**config.mk**
```make
export PLATFORM = sky130hd
export DESIGN_NAME = bb3_mean_unit
export DESIGN_NICKNAME = d
export VERILOG_FILES = /design/src/rtl/core/bb3_pkg.sv /design/src/rtl/core/bb3_mean_unit.sv
export SDC_FILE = /design/constraint.sdc
export NUM_CORES = 1
export LEC_CHECK = 0
export BUFFER_PORTS_ARGS = -buffer_cell sky130_fd_sc_hd__buf_2
export CORE_MARGIN = 2
export CORE_UTILIZATION = 65
export CTS_BUF_LIST = sky130_fd_sc_hd__clkbuf_8
export DETAILED_ROUTE_END_ITERATION = 12
export GPL_ROUTABILITY_DRIVEN = 1
export GPL_TIMING_DRIVEN = 0
export PLACE_DENSITY = 0.85
export SYNTH_ARGS = -nofsm -noshare
export SYNTH_HDL_FRONTEND = slang
export SYNTH_SLANG_ARGS = --single-unit
export TNS_END_PERCENT = 100
```
**constraint.sdc**
```tcl
create_clock -name clk_i -period 11.1 [get_ports clk_i]
set_clock_uncertainty 0.1 [all_clocks]
set_input_delay 0.555 -clock clk_i [delete_from_list [all_inputs] [get_ports clk_i]]
set_output_delay 0.555 -clock clk_i [all_outputs]
set_load 0.005 [all_outputs]
```
**src/rtl/core/bb3_pkg.sv**
```systemverilog
// bb3_pkg: shared types, widths and constants of the 3x3 box blur unit
// no dependencies; used by every module in rtl/core
`timescale 1ns / 1ps

package bb3_pkg;

  // frame limits and field widths
  localparam int unsigned MaxWidth   = 1024;
  localparam int unsigned MaxHeight  = 4096;
  localparam int unsigned MinDim     = 2;
  localparam int unsigned ColW       = $clog2(MaxWidth);
  localparam int unsigned RowW       = $clog2(MaxHeight);
  localparam int unsigned WidthRegW  = 11;
  localparam int unsigned HeightRegW = 13;
  localparam int unsigned CfgDataW   = 13;
  localparam int unsigned ChanW      = 8;
  localparam int unsigned NumChan    = 3;

  // stream word widths
  localparam int unsigned InTdataW   = 24;
  localparam int unsigned OutTdataW  = 48;
  localparam int unsigned OutPadW    = OutTdataW - NumChan * ChanW - RowW - ColW;

  // column sum of up to three pixels, window sum of up to nine plus bias
  localparam int unsigned ColSumW    = 10;
  localparam int unsigned SumW       = 12;

  // reciprocals scaled by 2^RecipShift, exact for the biased sums that occur
  localparam int unsigned RecipW     = 15;
  localparam int unsigned RecipShift = 16;
  localparam logic [RecipW-1:0] RecipFour = 15'd16384;
  localparam logic [RecipW-1:0] RecipSix  = 15'd10923;
  localparam logic [RecipW-1:0] RecipNine = 15'd7282;

  localparam logic [WidthRegW-1:0]  WidthReset  = 11'd640;
  localparam logic [HeightRegW-1:0] HeightReset = 13'd480;

  typedef enum logic {
    RegImageWidth  = 1'b0,
    RegImageHeight = 1'b1
  } cfg_reg_e;

  // number of pixels averaged
  typedef enum logic [1:0] {
    DivFour = 2'd0,
    DivSix  = 2'd1,
    DivNine = 2'd2
  } div_e;

  // index 0 red, 1 green, 2 blue
  typedef logic [NumChan-1:0][ChanW-1:0] pixel_t;

  // one line store entry: the row two above and the row one above
  typedef struct packed {
    pixel_t older;
    pixel_t prev;
  } line_t;

  // one averaging job handed to the divide stage
  typedef struct packed {
    logic [NumChan-1:0][SumW-1:0] sum;
    div_e                         div;
    logic [RowW-1:0]              row;
    logic [ColW-1:0]              col;
    logic                         last;
  } mean_req_t;

endpackage

```
**src/rtl/core/bb3_mean_unit.sv**
```systemverilog
// bb3_mean_unit: divides biased window sums by 4, 6 or 9 via reciprocals
// depends on bb3_pkg; two registered stages, the second is the output word
`timescale 1ns / 1ps

module bb3_mean_unit (
  input  logic                     clk_i,
  input  logic                     rst_ni,
  input  logic                     req_valid_i,
  output logic                     req_ready_o,
  input  bb3_pkg::mean_req_t       req_i,
  output logic                     out_valid_o,
  input  logic                     out_ready_i,
  output bb3_pkg::pixel_t          out_pix_o,
  output logic [bb3_pkg::RowW-1:0] out_row_o,
  output logic [bb3_pkg::ColW-1:0] out_col_o,
  output logic                     out_last_o
);

  localparam int unsigned ProdW = bb3_pkg::SumW + bb3_pkg::RecipW;

  logic                                       a_valid_q;
  bb3_pkg::mean_req_t                         a_q;
  logic                                       o_valid_q;
  bb3_pkg::pixel_t                            o_pix_q;
  logic [bb3_pkg::RowW-1:0]                   o_row_q;
  logic [bb3_pkg::ColW-1:0]                   o_col_q;
  logic                                       o_last_q;
  logic                                       a_adv;
  logic [bb3_pkg::RecipW-1:0]                 recip;
  logic [bb3_pkg::NumChan-1:0][ProdW-1:0]     prod;
  bb3_pkg::pixel_t                            quot;

  assign a_adv       = a_valid_q && (!o_valid_q || out_ready_i);
  assign req_ready_o = !a_valid_q || a_adv;

  always_comb begin
    unique case (a_q.div)
      bb3_pkg::DivFour: recip = bb3_pkg::RecipFour;
      bb3_pkg::DivSix:  recip = bb3_pkg::RecipSix;
      bb3_pkg::DivNine: recip = bb3_pkg::RecipNine;
      default:          recip = bb3_pkg::RecipFour;
    endcase
  end

  always_comb begin
    for (int ch = 0; ch < bb3_pkg::NumChan; ch++) begin
      prod[ch] = ProdW'(a_q.sum[ch]) * ProdW'(recip);
      quot[ch] = prod[ch][bb3_pkg::RecipShift +: bb3_pkg::ChanW];
    end
  end

  always_ff @(posedge clk_i or negedge rst_ni) begin
    if (!rst_ni) begin
      a_valid_q <= 1'b0;
      o_valid_q <= 1'b0;
    end else begin
      if (req_ready_o) begin
        a_valid_q <= req_valid_i;
      end
      if (a_adv) begin
        o_valid_q <= 1'b1;
      end else if (out_ready_i) begin
        o_valid_q <= 1'b0;
      end
    end
  end

  always_ff @(posedge clk_i) begin
    if (req_valid_i && req_ready_o) begin
      a_q <= req_i;
    end
    if (a_adv) begin
      o_pix_q  <= quot;
      o_row_q  <= a_q.row;
      o_col_q  <= a_q.col;
      o_last_q <= a_q.last;
    end
  end

  assign out_valid_o = o_valid_q;
  assign out_pix_o   = o_pix_q;
  assign out_row_o   = o_row_q;
  assign out_col_o   = o_col_q;
  assign out_last_o  = o_last_q;

endmodule

```
# After elaboration in Yosys (flattened, before gate mapping)
# Index checks and enable logic that the tools add are counted.
# W data, S select, Z words.
[op_classes] multipliers=3 reduce_logical=7 n_mux=3 n_eq_ne=2
[ops] op="$mul A12 B15 Y24" n=3
[ops] op="$pmux W15 S2" n=1
[ops] op="$eq A2 B1 Y1 const B" n=1
[ops] op="$eq A2 B2 Y1 const B" n=1
[ops] op="$logic_and A1 B1 Y1" n=2
[ops] op="$logic_not A1 Y1" n=2
[ops] op="$logic_or A1 B1 Y1" n=2
[ops] op="$mux W1" n=2
[ops] op="$reduce_bool A2 Y1" n=1
[word_totals] elab_cells=30 register_bits=110 out_inout_bits=49 input_bits=65

# Longest topological paths before layout
# Gate-level depths: netlist of the first run.
[depth] depth_word=5 depth_mapped=23 ltp_nobuf=21

# Least setup slack after synthesis of the first run
# Ideal clock, no wire load.
[synth_path] path_type="register to register" startpoint="register a_q[24] (netlist name)" endpoint="register o_pix_q (netlist bit out_pix_o[20]), data pin" slack_ns=5.193 required_ns=10.738 path_stages_with_launch=22 setup_time_ns=0.262 synth_period_minus_slack_ns=5.907 n_path_buf=3 t_arrival_ns=5.545 path_cell_list="edfxtp_1 ha_1 buf_2 clkbuf_1 clkbuf_1 nor2b_1 fa_1 inv_1 fa_1 inv_1 fa_1 fa_1 inv_1 fa_1 inv_1 ha_1 a21o_1 a21o_1 a21o_1 a221oi_1 o21bai_1 xor2_1"
[synth_lines] element="start, declared" line_no="bb3_mean_unit.sv:22" source="bb3_pkg::mean_req_t a_q;"
[synth_lines] element="start signal, assigned" line_no="bb3_mean_unit.sv:70" source="a_q <= req_i;"
[synth_lines] element="end signal, assigned" line_no="bb3_mean_unit.sv:73" source="o_pix_q <= quot;"
[synth_lines] element="end, declared" line_no="bb3_mean_unit.sv:24" source="bb3_pkg::pixel_t o_pix_q;"

==> flow_summary.yaml, run 1 <==
run_status:
  status: "finished, final reports clean"
setup_path:
  critPathMaxFanout: 10
  worst-endpoint-arrival_ns: 7.44
  setup.worst_path.class: "flip-flop to flip-flop"
  startpoint: "a_q[24]$_DFFE_PP_"
  timing.reg2reg.setup_slack_ns: 3.78
  cp_data_required_time_ns: 11.21
  timing.reg2reg.worst_path_depth: 22
  worst_setup_path_start_kind: "flip-flop"
  rr_startpoint: "a_q[24]$_DFFE_PP_"
  end_kind: "flip-flop"
  crit_end: "out_pix_o[10]$_DFFE_PP_"
  r2r_path_end: "out_pix_o[10]$_DFFE_PP_"
route:
  route.detailed.drc: 0
  antenna_violating_nets_post_route: 0
  vias_per_cell: 5.32
  vias: 10137
  drt_pre_antenna_iters: 4
  average_wire_per_standard_cell_um: 17.3
  finalWirelength_um: 33100
  drt_initial_violations: 616
job:
  maxCapViolCount: 0
place:
  io_buffer_count: 113
  dp_hpwl_um: 28400
  number_of_cells_in_the_design_after_placement: 1890
  routabilityCongestion: 0.976
  dp_worst_setup_slack_ns: 3.91
  dpl_cell_area_um2: 16400
cells_and_area:
  nets: 2109
  syn2layout_area_growth_pct: 7.92
  fillers: 1717
  layout_commonest_cell: "inv_1"
  finalCoreUtilization_pct: 71.2
  layout_common_cells: "inv_1, fa_1, ha_1"
  finish.instance_area_um2: 16700
  drive_gt1_share_pct: 9.26
  insertedDiodeCount: 0
  finish.cell_count_without_fillers: 1907
worst_hold_path:
  worst_hold_path_type: "input pin to flip-flop"
  min_path_cells: 1
sta:
  hold-worst-slack_ns: 0.186
  timing.slew.headroom_pct: 41.7
  worstMarginPinSlew_ns: 0.875
  finalWorstPathRequiredPeriod_ns: 7.32
  timing.final.setup_violations: 0
  period_share_pct: 66.0
  finalHoldViolations: 0
  fin_ws_ns: 3.78
  slew_viol_final: 0
  finalSetupTns_ns: 0
  max_freq_mhz: 137
  grt_setup_unrepaired: "false"
global_route:
  overflow_left_after_global_routing: 0
  antenna_found_initial: 0
  grt_start_max_net_pins: 62
  first_global_vias: 10811
  grt_first_pass_wirelength_um: 53500
  global_route_usage_sum_pct: 28.4
power_and_ir_drop:
  clock_power_share_pct: 9.4
  netSwitchingFraction_pct: 46.5
  cell_internal_pwr_mw: 1.61
  p_sw_mw: 1.40
  finalPower_mw: 3.01
  p_leak_nw: 8.95
  vdd.ir_drop.worst_uv: 196
  areal_power_density_over_the_cells_nw_per_um2: 180
  sequentialPowerShare_pct: 20.5
  combinationalPowerShare_pct: 70.1
clock_network:
  cts.hold.buffers_added: 1
  cts_setup_buffers: 0
  cts-root-to-sink-buffers: 2
  cts_repair_resize_count: 0
  clock_sink_count: 110
  worst_setup_hold_path_clk_slew_ns: 0.15
  cts_inserted_buffers: 9
  ctsRootBufferMaster: "clkbuf_8"
  h-tree-depth: 3
  clock_tree_from_tritoncts: "built"
  insertion_delay_ns: 0.43
synthesis:
  syn-instance-count: 1457
  ys_seq_elements: 110
  synth.cell_area_um2: 15400
  post-synth-top-area-cell: "fa_1"
  synth_warnings: 0
  yosys.area.top_type_share_pct: 31.8
  synth_top_cells_by_area: "fa_1, edfxtp_1, ha_1"
  mapped_nets: 1983
  synthArstFlopShare_pct: 1.82
  avg_inst_size_synth_um2: 10.6
  synth_edf_count: 108
  yosys_most_used_dff: "edfxtp_1"
  seq_area_frac_synth_pct: 21.3
  synth.distinct_cells: 56
floorplan:
  fp-row-count: 56
  die_area_um2: 25000
  die_y_um: 158
  die-width_um: 158
  io-pin-count: 114
  initial_utilization_pct: 66.0
  fp.coreArea_um2: 23400
[registers in the layout, indices dropped and copies added (netlist names)]
| signal | flops |
|---|---|
| out_pix_o | 24 |
| out_last_o | 1 |
| a_valid_q | 1 |
| a_q | 61 |
| out_valid_o | 1 |
| out_col_o | 10 |
| out_row_o | 12 |
[power by group through the flow]
| stage | clock, mW | sequential [mW] | combinational, mW |
|---|---|---|---|
| final | 0.281 | 0.617 | 2.11 |
| after global routing | 0.297 | 0.625 | 2.42 |
| after global placement | 0 | 0.627 | 2.00 |
| after floorplan | 0 | 0.630 | 1.58 |
| after CTS | 0.289 | 0.617 | 2.11 |
| after detailed placement | 0 | 0.626 | 2.09 |
[layout make-up]
class / count / area (µm²) / area share [%]
clock buffers: 9 / 124 / 0.743
inverters: 432 / 1620 / 9.73
clock inverters: 7 / 93.8 / 0.563
well taps: 319 / 399 / 2.39
repair buffers: 115 / 603 / 3.62
multi-input cells: 899 / 10500 / 62.8
plain buffers: 16 / 61.3 / 0.368
flip-flops and latches: 110 / 3290 / 19.8
[routing by layer]
metal / up-vias / share of wire, % / track usage [%]
met1: 5038 / 42 / 38.0
met5: - / 0 / 0
li1: 4758 / - / -
met4: 0 / 2.8 / 9.01
met2: 283 / 50 / 48.0
met3: 58 / 5.5 / 4.41
[cell usage after synthesis, drive strengths merged, types with 7 or more instances]
library cell and instances:
a21o 28, o21ai 14, nor2b 26, clkbuf 15, xnor2 48, nand2 69, inv 432, ha 216
fa 245, nor3 9, o21a 7, a21oi 27, edfxtp 108, nand2b 20, xor2 30, nor2 13
and2 68
[worst min-delay path by stage]
stage	slack, ns	startpoint	to
after detailed placement	0.24	rst_ni	out_valid_o$_DFFE_PN0P_
after floorplan	0.16	rst_ni	a_valid_q$_DFFE_PN0N_
after CTS	0.17	req_i[54]	a_q[54]$_DFFE_PP_
final	0.19	req_i[52]	a_q[52]$_DFFE_PP_
after global placement	0.24	rst_ni	a_valid_q$_DFFE_PN0N_
after global routing	0.18	req_i[29]	a_q[29]$_DFFE_PP_
[cell families (layout without fill, tap and decap cells)]
group / count (synthesis) / in the layout / synth area share (%)
adders and majority gates: 462 / 462 / 49.3
DFF: 110 / 110 / 21.3
AOI/OAI and AO/OA: 119 / 119 / 5.52
buffers and inverters: 448 / 579 / 10.9
xor gates and xnor gates: 78 / 78 / 4.42
and+or+nand+nor: 240 / 240 / 8.51
[critical path: stages (launching register included)]
cell and delay [ns]:
edfxtp_1 0.49, inv_1 0.09, ha_1 0.40, clkbuf_1 0.44, clkbuf_1 0.42, clkbuf_1 0.56, and2_1 0.36, fa_1 0.45
inv_1 0.14, fa_1 0.45, fa_1 0.54, inv_1 0.05, fa_1 0.47, inv_1 0.05, fa_1 0.48, inv_1 0.04
ha_1 0.28, nand2_1 0.07, o21ai_0 0.09, a21oi_1 0.39, a21oi_2 0.20, or4_1 0.42, o311ai_0 0.12
Note: power is estimated with default switching activity, not from simulation.
==> run 2: changes to the inputs <==
--- a/config.mk
+++ b/config.mk
@@ -5,14 +5,15 @@
 export SDC_FILE = /design/constraint.sdc
 export NUM_CORES = 1
 export LEC_CHECK = 0
+export ABC_AREA = 1
 export BUFFER_PORTS_ARGS = -buffer_cell sky130_fd_sc_hd__buf_2
 export CORE_MARGIN = 2
-export CORE_UTILIZATION = 65
+export CORE_UTILIZATION = 64
 export CTS_BUF_LIST = sky130_fd_sc_hd__clkbuf_8
 export DETAILED_ROUTE_END_ITERATION = 12
 export GPL_ROUTABILITY_DRIVEN = 1
 export GPL_TIMING_DRIVEN = 0
-export PLACE_DENSITY = 0.85
+export PLACE_DENSITY = 0.84
 export SYNTH_ARGS = -nofsm -noshare
 export SYNTH_HDL_FRONTEND = slang
 export SYNTH_SLANG_ARGS = --single-unit
==> constraint.sdc (replaced) <==
create_clock -name clk_i -period 6.9 [get_ports clk_i]
set_clock_uncertainty 0.1 [all_clocks]
set_input_delay 0.345 -clock clk_i [delete_from_list [all_inputs] [get_ports clk_i]]
set_output_delay 0.345 -clock clk_i [all_outputs]
set_load 0.005 [all_outputs]
==> run 2 against run 1 <==
Compared with the run above: non-clock buffer count grew 39; register-to-register slack lost 3.4 ns; power grew 110%; global-route usage grew 4.1 points.
==> flow_summary.yaml, run 2 <==
clock_network:
  h-tree-depth: 3
  insertion_delay_ns: 0.43
  clock_tree_from_tritoncts: "built"
  clock_sink_count: 110
  worst_setup_hold_path_clk_slew_ns: 0.15
  cts-root-to-sink-buffers: 2
  cts_repair_resize_count: 0
  ctsRootBufferMaster: "clkbuf_8"
  cts_inserted_buffers: 9
synthesis:
  yosys_most_used_dff: "edfxtp_1"
  post-synth-top-area-cell: "fa_1"
  netlist_top_cells_count: "inv_1, nand2_1, fa_1"
  yosys.area.top_type_share_pct: 29.7
  avg_inst_size_synth_um2: 8.89
  ys_seq_elements: 110
  synth.distinct_cells: 43
  synth.cell_area_um2: 16500
  synth_top_cells_by_area: "fa_1, edfxtp_1, ha_1"
  seq_area_frac_synth_pct: 19.9
  mapped_nets: 2386
  syn-instance-count: 1860
  synthArstFlopShare_pct: 1.82
  synth_warnings: 0
  yosysMostFrequentCell: "inv_1"
  synth_edf_count: 108
floorplan:
  initial_utilization_pct: 65.5
  die-width_um: 165
  io-pin-count: 114
  die_area_um2: 27100
  fp.coreArea_um2: 25300
  fp-row-count: 58
  die_y_um: 165
setup_path:
  setup.worst_path.class: "flip-flop to flip-flop"
  timing.reg2reg.setup_slack_ns: 0.42
  rr_startpoint: "a_q[23]$_DFFE_PP_"
  end_kind: "flip-flop"
  timing.reg2reg.worst_path_depth: 24
  worst_setup_path_start_kind: "flip-flop"
  critPathMaxFanout: 10
  worst-endpoint-arrival_ns: 6.59
  r2r_path_end: "out_pix_o[15]$_DFFE_PP_"
  cp_data_required_time_ns: 7.01
  startpoint: "a_q[23]$_DFFE_PP_"
worst_hold_path:
  worst_hold_path_type: "input pin to flip-flop"
  min-delay-start: "req_i[46]"
  hold_path_end: "a_q[46]$_DFFE_PP_"
  min_path_cells: 1
cells_and_area:
  finalCoreUtilization_pct: 72.0
  largest-register: "a_q"
  largest_register_ff_count: 61
  drive_gt1_share_pct: 7.98
  layout_commonest_cell: "inv_1"
  layout_common_cells: "inv_1, nand2_1, fa_1"
  fillers: 1839
  nets: 2552
  multi_input_comb_area_um2: 11000
  syn2layout_area_growth_pct: 9.96
  finish.instance_area_um2: 18200
  area_taken_by_flip_flops_and_latches_um2: 3290
  insertedDiodeCount: 0
  finish.cell_count_without_fillers: 2361
route:
  vias: 12666
  vias_per_cell: 5.36
  detailroute.wirelength.met2_um: 20500
  drt_initial_violations: 973
  average_wire_per_standard_cell_um: 17.5
  antenna_violating_nets_post_route: 0
  drt_pre_antenna_iters: 6
  route.detailed.drc: 0
  dr.max_layer_used: "met4"
  wl_met3_um: 2900
  finalWirelength_um: 41300
  detail_route.wirelength.met1_um: 15800
place:
  routabilityCongestion: 0.974
  dpl_cell_area_um2: 17600
  dp_worst_setup_slack_ns: 0.544
  io_buffer_count: 113
  number_of_cells_in_the_design_after_placement: 2305
  dp_hpwl_um: 34800
sta:
  hold-worst-slack_ns: 0.00548
  fin_ws_ns: 0.423
  timing.final.setup_violations: 0
  max_freq_mhz: 154
  timing.slew.headroom_pct: 43.1
  period_share_pct: 93.9
  finalSetupTns_ns: 0
  slew_viol_final: 0
  finalHoldViolations: 0
  grt_setup_unrepaired: "false"
  finalWorstPathRequiredPeriod_ns: 6.48
  worstMarginPinSlew_ns: 0.853
job:
  maxCapViolCount: 0
power_and_ir_drop:
  areal_power_density_over_the_cells_nw_per_um2: 345
  finalPower_mw: 6.27
  vdd.ir_drop.worst_uv: 367
  p_leak_nw: 10.6
global_route:
  antenna_found_initial: 0
  overflow_left_after_global_routing: 0
  global_route_usage_sum_pct: 32.5
  grt_start_max_net_pins: 40
  first_global_vias: 13834
  grt_first_pass_wirelength_um: 67100
run_status:
  status: "finished, final reports clean"
## run 2: where the power goes
part	internal [mW]	total, mW	switching [mW]
registers	0.972	1.02	0.0472
clock network	0.150	0.446	0.295
logic	1.78	4.80	3.02
## run 2: worst max-delay path by stage
stage	slack (ns)	end	cells past startpoint
global placement	0.67	out_pix_o[15]$_DFFE_PP_	24
global route	0.17	out_pix_o[15]$_DFFE_PP_	22
finish	0.42	out_pix_o[15]$_DFFE_PP_	24
detailed placement	0.54	out_pix_o[15]$_DFFE_PP_	24
CTS	0.50	out_pix_o[15]$_DFFE_PP_	24
floorplan	1.46	out_pix_o[4]$_DFFE_PP_	24
## run 2: cell families after synthesis
group                      count (synthesis)  share of synthesized area [%]
and+or+nand+nor                          509                           12.8
adders and majority gates                461                           46.0
AOI/OAI and AO/OA                        131                           4.68
buffers and inverters                    594                           13.6
DFF                                      110                           19.9
xor gates and xnor gates                  55                           3.00
## run 2: area by class of cell
| class | instances | area share (%) |
|---|---|---|
| multi-input cells | 1156 | 60.5 |
| flip-flops and latches | 110 | 18.1 |
| inverters | 579 | 11.9 |
| repair buffers | 155 | 5.53 |
| well taps | 330 | 2.27 |
| clock buffers | 9 | 0.681 |
| clock inverters | 7 | 0.516 |
| plain buffers | 15 | 0.420 |
## run 2: critical path, stage by stage (launching register included)
cell and delay, ns:
edfxtp_1 0.42, inv_1 0.07, ha_1 0.18, buf_2 0.27
buf_2 0.31, buf_1 0.68, nand2_1 0.14, inv_1 0.15
fa_1 0.43, inv_1 0.15, fa_1 0.46, fa_1 0.55
inv_1 0.06, fa_1 0.48, inv_1 0.05, fa_1 0.48
inv_1 0.04, ha_1 0.29, a21o_1 0.21, a21oi_1 0.27
o21ai_0 0.18, nand2_1 0.10, nand3b_1 0.07, nand2_1 0.06
nand2_1 0.05
## run 2: layer usage
layer | track usage [%] | vias to the layer above
met5 | 0 | -
met4 | 16.4 | 0
met3 | 6.05 | 147
met2 | 56.1 | 488
met1 | 39.1 | 6118
li1 | - | 5913
## run 2: what timing repair did
action                     in CTS  in global routing
hold buffers                   40                  0
buffers inserted                0                  0
hold endpoints to repair       41                  0
setup endpoints to repair       0                  0
